$ cat src/hdl/multi_column_key_hasher_macros.svh
// Assertion macros for the multi-column key hasher.
// Expects clk and arst_n in the scope of each use; no other dependencies.
`ifndef MULTI_COLUMN_KEY_HASHER_MACROS_SVH
`define MULTI_COLUMN_KEY_HASHER_MACROS_SVH
`ifndef SYNTHESIS
`define MCKH_ASSERT(lbl, prop, msg) \
	lbl: assert property (@(posedge clk) disable iff (!arst_n) prop) else $error(msg);
`define MCKH_NEVER(lbl, expr, msg) \
	lbl: assert property (@(posedge clk) disable iff (!arst_n) !(expr)) else $error(msg);
`else
`define MCKH_ASSERT(lbl, prop, msg)
`define MCKH_NEVER(lbl, expr, msg)
`endif
`endif

$ cat src/hdl/mckh_pkg.sv
// Package for the multi-column key hasher: hash constants, microcode types
// and the microcode program. No dependencies.
package mckh_pkg;

	localparam logic [63:0] HashSeed   = 64'h0000_0000_c70f_6907;
	localparam logic [63:0] HashMul    = 64'hc6a4_a793_5bd1_e995;
	localparam logic [63:0] MixGolden  = 64'h9e37_79b9_7f4a_7c15;
	localparam int          HashShift  = 47;
	localparam int          MixLeft    = 12;
	localparam int          MixRight   = 4;

	typedef logic [4:0] pc_t;

	localparam pc_t StepBody = 5'd5;
	localparam pc_t StepFin  = 5'd18;
	localparam pc_t StepTail = 5'd25;
	localparam pc_t ProgLast = 5'd29;

	typedef enum logic [1:0] {MUL_NONE, MUL_LL, MUL_HL, MUL_LH} mul_op_t;
	typedef enum logic [2:0] {
		X_HOLD, X_LEN, X_WORD, X_PMIX, X_HXORP, X_HFIN, X_FOLD, X_HTAIL
	} xsrc_t;
	typedef enum logic [1:0] {H_HOLD, H_SEED, H_P, H_PMIX} hdst_t;
	typedef enum logic [1:0] {B_HOLD, B_LOAD, B_SUB8, B_CLEAR} bop_t;
	typedef enum logic [1:0] {C_INSIDE, C_PARTIAL, C_NOBYTES, C_MORE} cond_t;
	typedef enum logic [2:0] {J_NEXT, J_IF, J_GO, J_END, J_IF_END} jmp_t;

	typedef struct packed {
		mul_op_t mul;
		xsrc_t   xsrc;
		hdst_t   hdst;
		bop_t    bop;
		logic    set_inside;
		logic    fold;
		jmp_t    jmp;
		cond_t   cond;
		pc_t     target;
	} ctl_t;

	localparam ctl_t CtlNop = '{
		mul: MUL_NONE, xsrc: X_HOLD, hdst: H_HOLD, bop: B_HOLD,
		set_inside: 1'b0, fold: 1'b0, jmp: J_NEXT, cond: C_INSIDE, target: 5'd0
	};

	function automatic ctl_t ucode(pc_t pc);
		ctl_t c;
		c = CtlNop;
		unique case (pc)
			5'd0: begin
				c.xsrc = X_LEN;
				c.jmp = J_IF;
				c.cond = C_INSIDE;
				c.target = StepBody;
			end
			5'd1, 5'd6, 5'd10, 5'd14, 5'd19, 5'd26: c.mul = MUL_LL;
			5'd2, 5'd7, 5'd11, 5'd15, 5'd20, 5'd27: c.mul = MUL_HL;
			5'd3, 5'd8, 5'd12, 5'd16, 5'd21, 5'd28: c.mul = MUL_LH;
			5'd4: begin
				c.hdst = H_SEED;
				c.bop = B_LOAD;
				c.set_inside = 1'b1;
			end
			5'd5: begin
				c.xsrc = X_WORD;
				c.jmp = J_IF;
				c.cond = C_PARTIAL;
				c.target = StepTail;
			end
			5'd9:  c.xsrc = X_PMIX;
			5'd13: c.xsrc = X_HXORP;
			5'd17: begin
				c.hdst = H_P;
				c.bop = B_SUB8;
				c.jmp = J_IF_END;
				c.cond = C_MORE;
			end
			5'd18: c.xsrc = X_HFIN;
			5'd22: c.hdst = H_PMIX;
			5'd23: c.xsrc = X_FOLD;
			5'd24: begin
				c.fold = 1'b1;
				c.jmp = J_END;
			end
			5'd25: begin
				c.xsrc = X_HTAIL;
				c.bop = B_CLEAR;
				c.jmp = J_IF;
				c.cond = C_NOBYTES;
				c.target = StepFin;
			end
			5'd29: begin
				c.hdst = H_P;
				c.jmp = J_GO;
				c.target = StepFin;
			end
			default: c = CtlNop;
		endcase
		return c;
	endfunction

endpackage

$ cat src/hdl/mckh_mul.sv
// Shared 64-bit multiply by the hash constant, one 32x32 partial product a step.
// Depends on mckh_pkg for the constant and the step codes.
module mckh_mul (
	input  logic              clk,
	input  mckh_pkg::mul_op_t op,
	input  logic [63:0]       x,
	output logic [63:0]       p
);
	import mckh_pkg::*;

	logic [31:0] a;
	logic [31:0] b;
	logic [63:0] prod;
	logic [63:0] p_q;

	assign a    = (op == MUL_HL) ? x[63:32] : x[31:0];
	assign b    = (op == MUL_LH) ? HashMul[63:32] : HashMul[31:0];
	assign prod = a * b;
	assign p    = p_q;

	always_ff @(posedge clk) begin
		unique case (op)
			MUL_LL:         p_q <= prod;
			MUL_HL, MUL_LH: p_q[63:32] <= p_q[63:32] + prod[31:0];
			MUL_NONE:       p_q <= p_q;
		endcase
	end

endmodule

$ cat src/hdl/multi_column_key_hasher.sv
// Multi-column key hasher top level: microcode sequencer and datapath.
// Depends on mckh_pkg, mckh_mul and multi_column_key_hasher_macros.svh.
//
// channel | dir | tdata (low bit up)                        | tuser | tlast
// s_axis  | in  | key_word[63:0], column_length[71:64]      | -     | last_column
// m_axis  | out | key_hash[63:0]                            | -     | -
//
// One request at a time; ready rises in the cycle after the last microcode step.
// A word that opens a column first hashes its length; a full word is then mixed in,
// a partial or empty word takes the tail path, and a column's end is finished and folded.
// Each 64-bit product is built from three 32x32 partial products on the shared multiplier.
// Reset clears the sequencer, row hash and column state; no clearing pass.
// A finished hash waits in the output register; the next request is taken
// meanwhile, and only its emit step holds while that hash is still pending.
`include "multi_column_key_hasher_macros.svh"

module multi_column_key_hasher #(
	parameter int MAX_COLUMN_BYTES = 255
) (
	input  logic        clk,
	input  logic        arst_n,
	input  logic        s_axis_tvalid,
	output logic        s_axis_tready,
	input  logic [71:0] s_axis_tdata,  // key_word[63:0], column_length[71:64]
	input  logic        s_axis_tlast,
	output logic        m_axis_tvalid,
	input  logic        m_axis_tready,
	output logic [63:0] m_axis_tdata   // key_hash[63:0]
);
	import mckh_pkg::*;

	localparam logic [15:0] MaxBytes = 16'(MAX_COLUMN_BYTES);

	logic        busy_q;
	pc_t         pc_q;
	logic        inside_q;
	logic [7:0]  bytes_q;
	logic [63:0] row_q;
	logic [63:0] h_q;
	logic [63:0] x_q;
	logic [63:0] word_q;
	logic [7:0]  len_q;
	logic        last_q;
	logic        out_valid_q;
	logic [63:0] out_data_q;

	ctl_t        ctl;
	logic        cond_ok;
	pc_t         pc_d;
	logic        end_item;
	logic        stall;
	logic        step;
	logic        emit_fire;
	logic [7:0]  in_len;
	logic [7:0]  len_sat;
	logic [63:0] p;
	logic [63:0] tail_mask;
	logic [63:0] row_new;
	mul_op_t     mul_op;

	assign ctl       = ucode(pc_q);
	assign in_len    = s_axis_tdata[71:64];
	assign len_sat   = ({8'd0, in_len} > MaxBytes) ? MaxBytes[7:0] : in_len;
	assign tail_mask = (64'd1 << {bytes_q[2:0], 3'b000}) - 64'd1;
	assign row_new   = row_q ^ (x_q + MixGolden + (row_q >> MixRight));
	assign stall     = ctl.fold && last_q && out_valid_q && !m_axis_tready;
	assign step      = busy_q && !stall;
	assign emit_fire = step && ctl.fold && last_q;
	assign mul_op    = step ? ctl.mul : MUL_NONE;

	assign s_axis_tready = !busy_q;
	assign m_axis_tvalid = out_valid_q;
	assign m_axis_tdata  = out_data_q;

	mckh_mul u_mul (
		.clk (clk),
		.op  (mul_op),
		.x   (x_q),
		.p   (p)
	);

	always_comb begin
		unique case (ctl.cond)
			C_INSIDE:  cond_ok = inside_q;
			C_PARTIAL: cond_ok = bytes_q < 8'd8;
			C_NOBYTES: cond_ok = bytes_q == 8'd0;
			C_MORE:    cond_ok = bytes_q != 8'd8;
		endcase
	end

	always_comb begin
		pc_d = pc_q + 5'd1;
		end_item = 1'b0;
		unique case (ctl.jmp)
			J_NEXT: ;
			J_IF: if (cond_ok) pc_d = ctl.target;
			J_GO: pc_d = ctl.target;
			J_END: end_item = 1'b1;
			J_IF_END: end_item = cond_ok;
			default: end_item = 1'b0;
		endcase
	end

	always_ff @(posedge clk or negedge arst_n) begin
		if (!arst_n) begin
			busy_q <= 1'b0;
			pc_q <= '0;
			inside_q <= 1'b0;
			bytes_q <= '0;
			row_q <= '0;
			out_valid_q <= 1'b0;
		end else begin
			if (!busy_q) begin
				if (s_axis_tvalid) begin
					busy_q <= 1'b1;
					pc_q <= '0;
				end
			end else if (!stall) begin
				pc_q <= pc_d;
				if (end_item) busy_q <= 1'b0;
				if (ctl.set_inside) inside_q <= 1'b1;
				unique case (ctl.bop)
					B_HOLD: ;
					B_LOAD: bytes_q <= len_q;
					B_SUB8: bytes_q <= bytes_q - 8'd8;
					B_CLEAR: bytes_q <= '0;
				endcase
				if (ctl.fold) begin
					inside_q <= 1'b0;
					row_q <= last_q ? '0 : row_new;
				end
			end
			if (emit_fire) out_valid_q <= 1'b1;
			else if (m_axis_tready) out_valid_q <= 1'b0;
		end
	end

	always_ff @(posedge clk) begin
		if (s_axis_tvalid && !busy_q) begin
			word_q <= s_axis_tdata[63:0];
			len_q <= len_sat;
			last_q <= s_axis_tlast;
		end
		if (emit_fire) out_data_q <= row_new;
		if (step) begin
			unique case (ctl.xsrc)
				X_HOLD: ;
				X_LEN: x_q <= {56'd0, len_q};
				X_WORD: x_q <= word_q;
				X_PMIX: x_q <= p ^ (p >> HashShift);
				X_HXORP: x_q <= h_q ^ p;
				X_HFIN: x_q <= h_q ^ (h_q >> HashShift);
				X_FOLD: x_q <= h_q + (row_q << MixLeft);
				X_HTAIL: x_q <= h_q ^ (word_q & tail_mask);
			endcase
			unique case (ctl.hdst)
				H_HOLD: ;
				H_SEED: h_q <= HashSeed ^ p;
				H_P: h_q <= p;
				H_PMIX: h_q <= p ^ (p >> HashShift);
			endcase
		end
	end

	`MCKH_ASSERT(a_accept_starts, (s_axis_tvalid && s_axis_tready) |=> (busy_q && pc_q == '0), "request accepted without starting the program")
	`MCKH_NEVER(a_pc_range, busy_q && (pc_q > ProgLast), "step counter left the program")
	`MCKH_ASSERT(a_emit_clears_row, emit_fire |=> (row_q == '0 && m_axis_tvalid), "row hash not cleared after emit")
	`MCKH_NEVER(a_idle_out_bytes, !busy_q && !inside_q && (bytes_q != 8'd0), "bytes left outside a column")
	`MCKH_NEVER(a_idle_in_bytes, !busy_q && inside_q && (bytes_q == 8'd0), "open column with no bytes left")

endmodule

$ cat config.mk
export PLATFORM = sky130hd
export DESIGN_NAME = multi_column_key_hasher
export DESIGN_NICKNAME = d
export VERILOG_FILES = /design/src/hdl/mckh_pkg.sv /design/src/hdl/mckh_mul.sv /design/src/hdl/multi_column_key_hasher.sv
export VERILOG_INCLUDE_DIRS = /design/src /design/src/hdl
export SDC_FILE = /design/constraint.sdc
export NUM_CORES = 2
export LEC_CHECK = 0
export BUFFER_PORTS_ARGS = -buffer_cell sky130_fd_sc_hd__buf_4
export CAP_MARGIN = 10
export CORE_ASPECT_RATIO = 0.7
export CORE_UTILIZATION = 45
export CTS_CLUSTER_SIZE = 12
export DETAILED_ROUTE_END_ITERATION = 8
export PLACE_DENSITY = 0.64
export SYNTH_ARGS = -nofsm -noshare
export SYNTH_HDL_FRONTEND = slang
export SYNTH_SLANG_ARGS = --single-unit
$ cat constraint.sdc
create_clock -name clk -period 22.3 [get_ports clk]
set_input_delay 2.23 -clock clk [delete_from_list [all_inputs] [get_ports clk]]
set_output_delay 2.23 -clock clk [all_outputs]
set_load 0.01 [all_outputs]
# --- After elaboration in Yosys (flattened, before gate mapping) ---
# Index checks and enable logic that the tools add are counted.
totals:
  regBits: 409
  input_bits: 77
  out_inout_bits: 66
  word_cells: 151
op_classes:
  reduce_logical: 33
  mux: 32
  add_sub_neg: 7
  mul: 1
  n_eq_ne: 54
  magnitude_cmp: 1
  shift: 1
  bitwise_logic: 8
ops:
  columns: ["cell", "count"]
  rows:
  - ["$pmux W64 S7", 1]
  - ["$pmux W64 S3", 1]
  - ["$xor A64 B64 Y64", 3]
  - ["$xor A64 B17 Y64", 2]
  - ["$eq A5 B5 Y1 const B", 14]
  - ["$add A64 B60 Y64", 1]
  - ["$add A64 B64 Y64", 1]
  - ["$add A64 B64 Y64 const B", 1]
  - ["$and A64 B64 Y64", 1]
  - ["$mul A32 B32 Y64", 1]
  - ["$mux W32", 2]
  - ["$mux W64", 1]
  - ["$pmux W32 S2", 1]
  - ["$shl A1 B6 Y64 const A", 1]
  - ["$sub A64 B1 Y64 const B", 1]
  - ["$eq A5 B4 Y1 const B", 8]
  - ["$add A32 B32 Y32", 1]
  - ["$pmux W2 S3", 4]
  - ["$pmux W8 S3", 1]
  - ["$pmux W3 S7", 1]
  - ["$eq A5 B3 Y1 const B", 4]
  - ["$mux W5", 4]
  - ["$reduce_or A6 Y1", 3]
  - ["$eq A2 B2 Y1 const B", 8]
  - ["other kinds (32)", 71]

# --- Longest topological paths before layout ---
depth:
  word_depth: 13
  mapped_depth: 50
  depth_no_buf: 47

# --- By module ---
# From an unflattened synthesis, not the netlist that was laid out.
hier_totals:
  hier_cells: 5314
  hier_area_um2: 52083.7
by_module_without_submodules:
  columns: ["mod", "area_per_inst_um2", "cells_each", "instances", "seq_area_each_um2"]
  rows:
  - ["mckh_mul", 28272.1, 2863, 1, 1921.8]
  - ["multi_column_key_hasher", 23811.6, 2451, 1, 9959.6]

# --- Least setup slack after synthesis ---
# Ideal clock, no wire load.
synth_timing:
  path_kind: "input-to-reg"
  startpoint: "input m_axis_tready"
  endpoint: "register u_mul.p_q[60], in the netlist u_mul.p[60], data pin"
  path_slack_ns: 10.873
  setup_time_ns: 0.180
  t_arrival_ns: 11.247
  n_path_buf: 2
  required_ns: 22.120
  cell_stages: 39
  cell_sequence: "nor2b_1 > a31oi_1 > nand2b_1 > nor3_4 > buf_6 > buf_2 > mux2i_1 > inv_1 > nand2_1 > inv_1 > ha_1 > fa_1 > fa_1 > inv_1 > fa_1 > inv_1 > ha_1 > ha_1 > [3 not listed] > inv_1 > ha_1 > a21o_1 > a311o_1 > nor2_1 > a21oi_1 > a31oi_1 > xnor2_1 > ha_1 > and3_1 > a221oi_1 > o21ai_0 > o41ai_2 > o21ai_1 > a2111oi_0 > nor3_1 > xnor2_1 > a221oi_1"
synth_via:
  elab_chain_cells: 10
  elab_cells_between_ends: 14
  classes_between: "add/sub: 1; mul: 1; eq/ne: 3; mux: 4; reduce/logical: 5"
synth_rtl:
  columns: ["element", "line", "text"]
  rows:
  - ["from (decl)", "multi_column_key_hasher.sv:27", "input logic m_axis_tready,"]
  - ["$logic_not A1 Y1 *", "multi_column_key_hasher.sv:66", "assign stall = ctl.fold && last_q && out_valid_q && !m_axis_tready;"]
  - ["$logic_and A1 B1 Y1 *", "multi_column_key_hasher.sv:66", null]
  - ["$logic_not A1 Y1 *", null, null]
  - ["$logic_and A1 B1 Y1 *", "multi_column_key_hasher.sv:67", "assign step = busy_q && !stall;"]
  - ["$mux W2 *", "multi_column_key_hasher.sv:69", "assign mul_op = step ? ctl.mul : MUL_NONE;"]
  - ["$eq A2 B2 Y1, on equally long branches", "mckh_mul.sv:16, mckh_mul.sv:17", null]
  - ["$mux W32, on equally long branches", "mckh_mul.sv:16, mckh_mul.sv:17", null]
  - ["$mul A32 B32 Y64 *", "mckh_mul.sv:18", "assign prod = a * b;"]
  - ["named net u_mul.prod[19]", "mckh_mul.sv:13", "logic [63:0] prod;"]
  - ["$add A32 B32 Y32 *", "mckh_mul.sv:24", "MUL_HL, MUL_LH: p_q[63:32] <= p_q[63:32] + prod[31:0];"]
  - ["$pmux W32 S2 *", "mckh_mul.sv:22", "unique case (op)"]
  - ["to (signal assigned)", "mckh_mul.sv:23", "MUL_LL: p_q <= prod;"]
  - ["to (signal assigned)", "mckh_mul.sv:24", null]
  - ["to (signal assigned)", "mckh_mul.sv:25", "MUL_NONE: p_q <= p_q;"]
  - ["to (decl)", "mckh_mul.sv:14", "logic [63:0] p_q;"]
# Mark *: on every way through the listed nets, which the timed path passes. The rest lies on a longest branch.
# A chain may end at the register's enable or synchronous reset.

# --- Worst setup path in the final report ---
# Same ends and word-level chain as after synthesis.

==> impl_metrics.json <==
{
  "synthAdderAreaFrac_pct": 38.1,
  "cts_buffer_depth": 3,
  "syn_inst": 5396,
  "cap_viol_max_count": 0,
  "clock_sink_count": 409,
  "syn_area_mm2": 0.0524,
  "worstMarginPinSlew_ns": 1.69,
  "ys_warn_count": 0,
  "grt_first_pass_wirelength_mm": 277,
  "synthMuxAreaShare_pct": 1.11,
  "fmax_ghz": 0.0764,
  "mostFrequentLayoutCell": "inv_1",
  "reg2reg_slack_ns": 9.41,
  "htree_levels": 2,
  "dp_hpwl_mm": 160,
  "synth-seq-cells": 409,
  "synthDistinctLibCells": 107,
  "synth-compound-area-share_pct": 15.0,
  "dieArea_mm2": 0.118,
  "finalInstanceArea_mm2": 0.0563,
  "place.gp.congestion": 1.07,
  "crit_start": "m_axis_tready",
  "path_class": "in2reg",
  "synth_edf_count": 329,
  "placed_area_mm2": 0.0550,
  "finalCritPeriodShare_pct": 58.7,
  "grt_overflow": 0,
  "drc": 12,
  "clkSlewWorstSetupHoldPaths_ns": 0.07,
  "antenna_found_initial": 8,
  "cts_resized": 0,
  "final_nets": 6751,
  "r2r_cells": 40,
  "rsz0062_at_grt": "no",
  "drt-initial-drc-count": 5474,
  "grt_max_degree": 87,
  "critPathSlowestCell": "a21oi_1",
  "wire_per_inst_um": 27.1,
  "cts_tree": "done",
  "synthSimpleGateAreaFrac_pct": 9.08,
  "holdPathStages": 1,
  "drt_wl_total_mm": 190,
  "end_kind": "flop",
  "cts-root-buf": "clkbuf_16",
  "die_w_um": 410,
  "rows": 104,
  "required_ns": 22.73,
  "hold_viol": 0,
  "routed_via_density": 5.89,
  "drv_slew": 1,
  "crit_arrival_ns": 13.52,
  "drtPass1Iterations": 9,
  "grt_pass1_vias": 40000,
  "cts_setup_buffers": 0,
  "fin_tns_setup_ns": 0,
  "cts_hold_buf": 0,
  "cts_buffers": 43,
  "die_h_um": 287,
  "ys_seq_area_share_pct": 22.7,
  "crit_path_start_kind": "input pin",
  "clock_latency_ns": 0.60,
  "path_max_fanout": 31,
  "max_stage_delay_ns": 0.66,
  "vias": 41300,
  "async_flop_share_pct": 19.6,
  "status": "complete, but fails checks",
  "port_buffers": 142,
  "track_usage_pct": 32.3,
  "r2r_start": "pc_q[4]",
  "hp-start": "inside_q",
  "fillers": 10800,
  "synth_xor_area_share_pct": 5.70,
  "synth_ff_type": "edfxtp_1",
  "critPathCapture": "u_mul.p[60]",
  "hp-class": "reg2reg",
  "syn_avg_cell_area_um2": 9.70,
  "relSlewSlack_pct": -12.5,
  "ant_nets": 0,
  "drive_above_1_share_pct": 6.18,
  "num_io_pins": 143,
  "r2r_end": "u_mul.p[60]",
  "coreArea_mm2": 0.115,
  "synth_top_family_by_area": "adder cells",
  "final_cell_mix": "inv_1, ha_1, fa_1",
  "start_util_pct": 45.5,
  "period_minus_slack_ns": 13.09,
  "area_delta_synth_final_pct": 7.54,
  "setup_viol": 0,
  "cp_common_cell": "inv_1",
  "fin_skew_ns": 0.0307,
  "failed_checks": "DRC, slew limit"
}
per-layer routing:
metal | part of all wire, % | global-route usage [%] | wire [um]
met3 | 15 | 14.2 | 29100
met4 | 2.4 | 6.68 | 4590
met2 | 36 | 40.4 | 69200
met5 | 0.15 | 1.40 | 281
met1 | 46 | 49.8 | 86600
cell families after synthesis:
logic type / Yosys count
buffers and inverters: 1142
XOR/XNOR: 341
AND/OR/NAND/NOR: 1046
multiplexers: 52
AO/OA/AOI/OAI: 1175
adder cells (fa/ha/maj): 1229
other: 2
flip-flops: 409
final cells by class:
cell class	instances	area, um^2	share of cell area [%]
inverter	962	3610	6.41
clock buffer	61	1170	2.08
antenna	4	10.0	0.0178
timing repair buffer	180	1350	2.40
tap	1537	1920	3.42
multi-input combinational	3849	36300	64.4
clock inverter	11	83.8	0.149
sequential	409	11900	21.1
cells in the mapped netlist, drive strengths merged (22+ instances only):
library cell | count | area share, %
a21o | 129 | 1.8
a21oi | 313 | 3.0
a221oi | 42 | 0.73
a222oi | 34 | 0.65
a22o | 70 | 1.2
a31oi | 32 | 0.38
and3 | 48 | 0.57
buf | 22 | 0.22
clkbuf | 158 | 1.1
dfrtp | 80 | 3.8
edfxtp | 329 | 19
fa | 610 | 23
ha | 619 | 15
inv | 961 | 6.9
mux2i | 49 | 1.0
nand2 | 347 | 2.5
nand2b | 28 | 0.33
nand3 | 52 | 0.50
nand4 | 34 | 0.41
nor2 | 360 | 2.6
nor2b | 28 | 0.33
nor3 | 55 | 0.57
o21a | 24 | 0.34
o21ai | 278 | 2.7
o21bai | 40 | 0.57
o221ai | 25 | 0.44
o31ai | 22 | 0.32
or2 | 33 | 0.39
xnor2 | 192 | 3.2
xor2 | 149 | 2.5
stage by stage:
step                hold WS, ns  worst slack [ns]  util [%]  std cells
floorplan                 0.451             10.87         -       5400
global placement          0.472              8.81      47.8       6937
detailed placement        0.493              8.70      47.8       6937
CTS                       0.508              9.33      48.9       7009
global route              0.538              8.59      48.9       7009
finish                    0.507              9.21      48.9       7013
worst max-delay path, delay by kind of cell:
kind / cells / cell delay, ns
AOI/OAI and AO/OA: 11 / 3.53
buffers and inverters: 9 / 1.61
adders and majority gates: 9 / 3.86
and+or+nand+nor: 10 / 1.80
xor gates and xnor gates: 2 / 0.42
worst min path at each step:
stage | to
floorplan | h_q[27]
global placement | inside_q
detailed placement | inside_q
CTS | inside_q
global route | bytes_q[1]
finish | inside_q
registers in the layout (all words and copies together), names as in the netlist:
| signal | flops |
|---|---|
| u_mul.p | 64 |
| len_q | 8 |
| pc_q | 5 |
| last_q | 1 |
| word_q | 64 |
| x_q | 64 |
| m_axis_tdata | 64 |
| busy_q | 1 |
| m_axis_tvalid | 1 |
| h_q | 64 |
| row_q | 64 |
| inside_q | 1 |
| bytes_q | 8 |
Power is left out: the tool's default activity adds up to more than one toggle a clock period on the data nets, which glitch-free logic cannot reach.
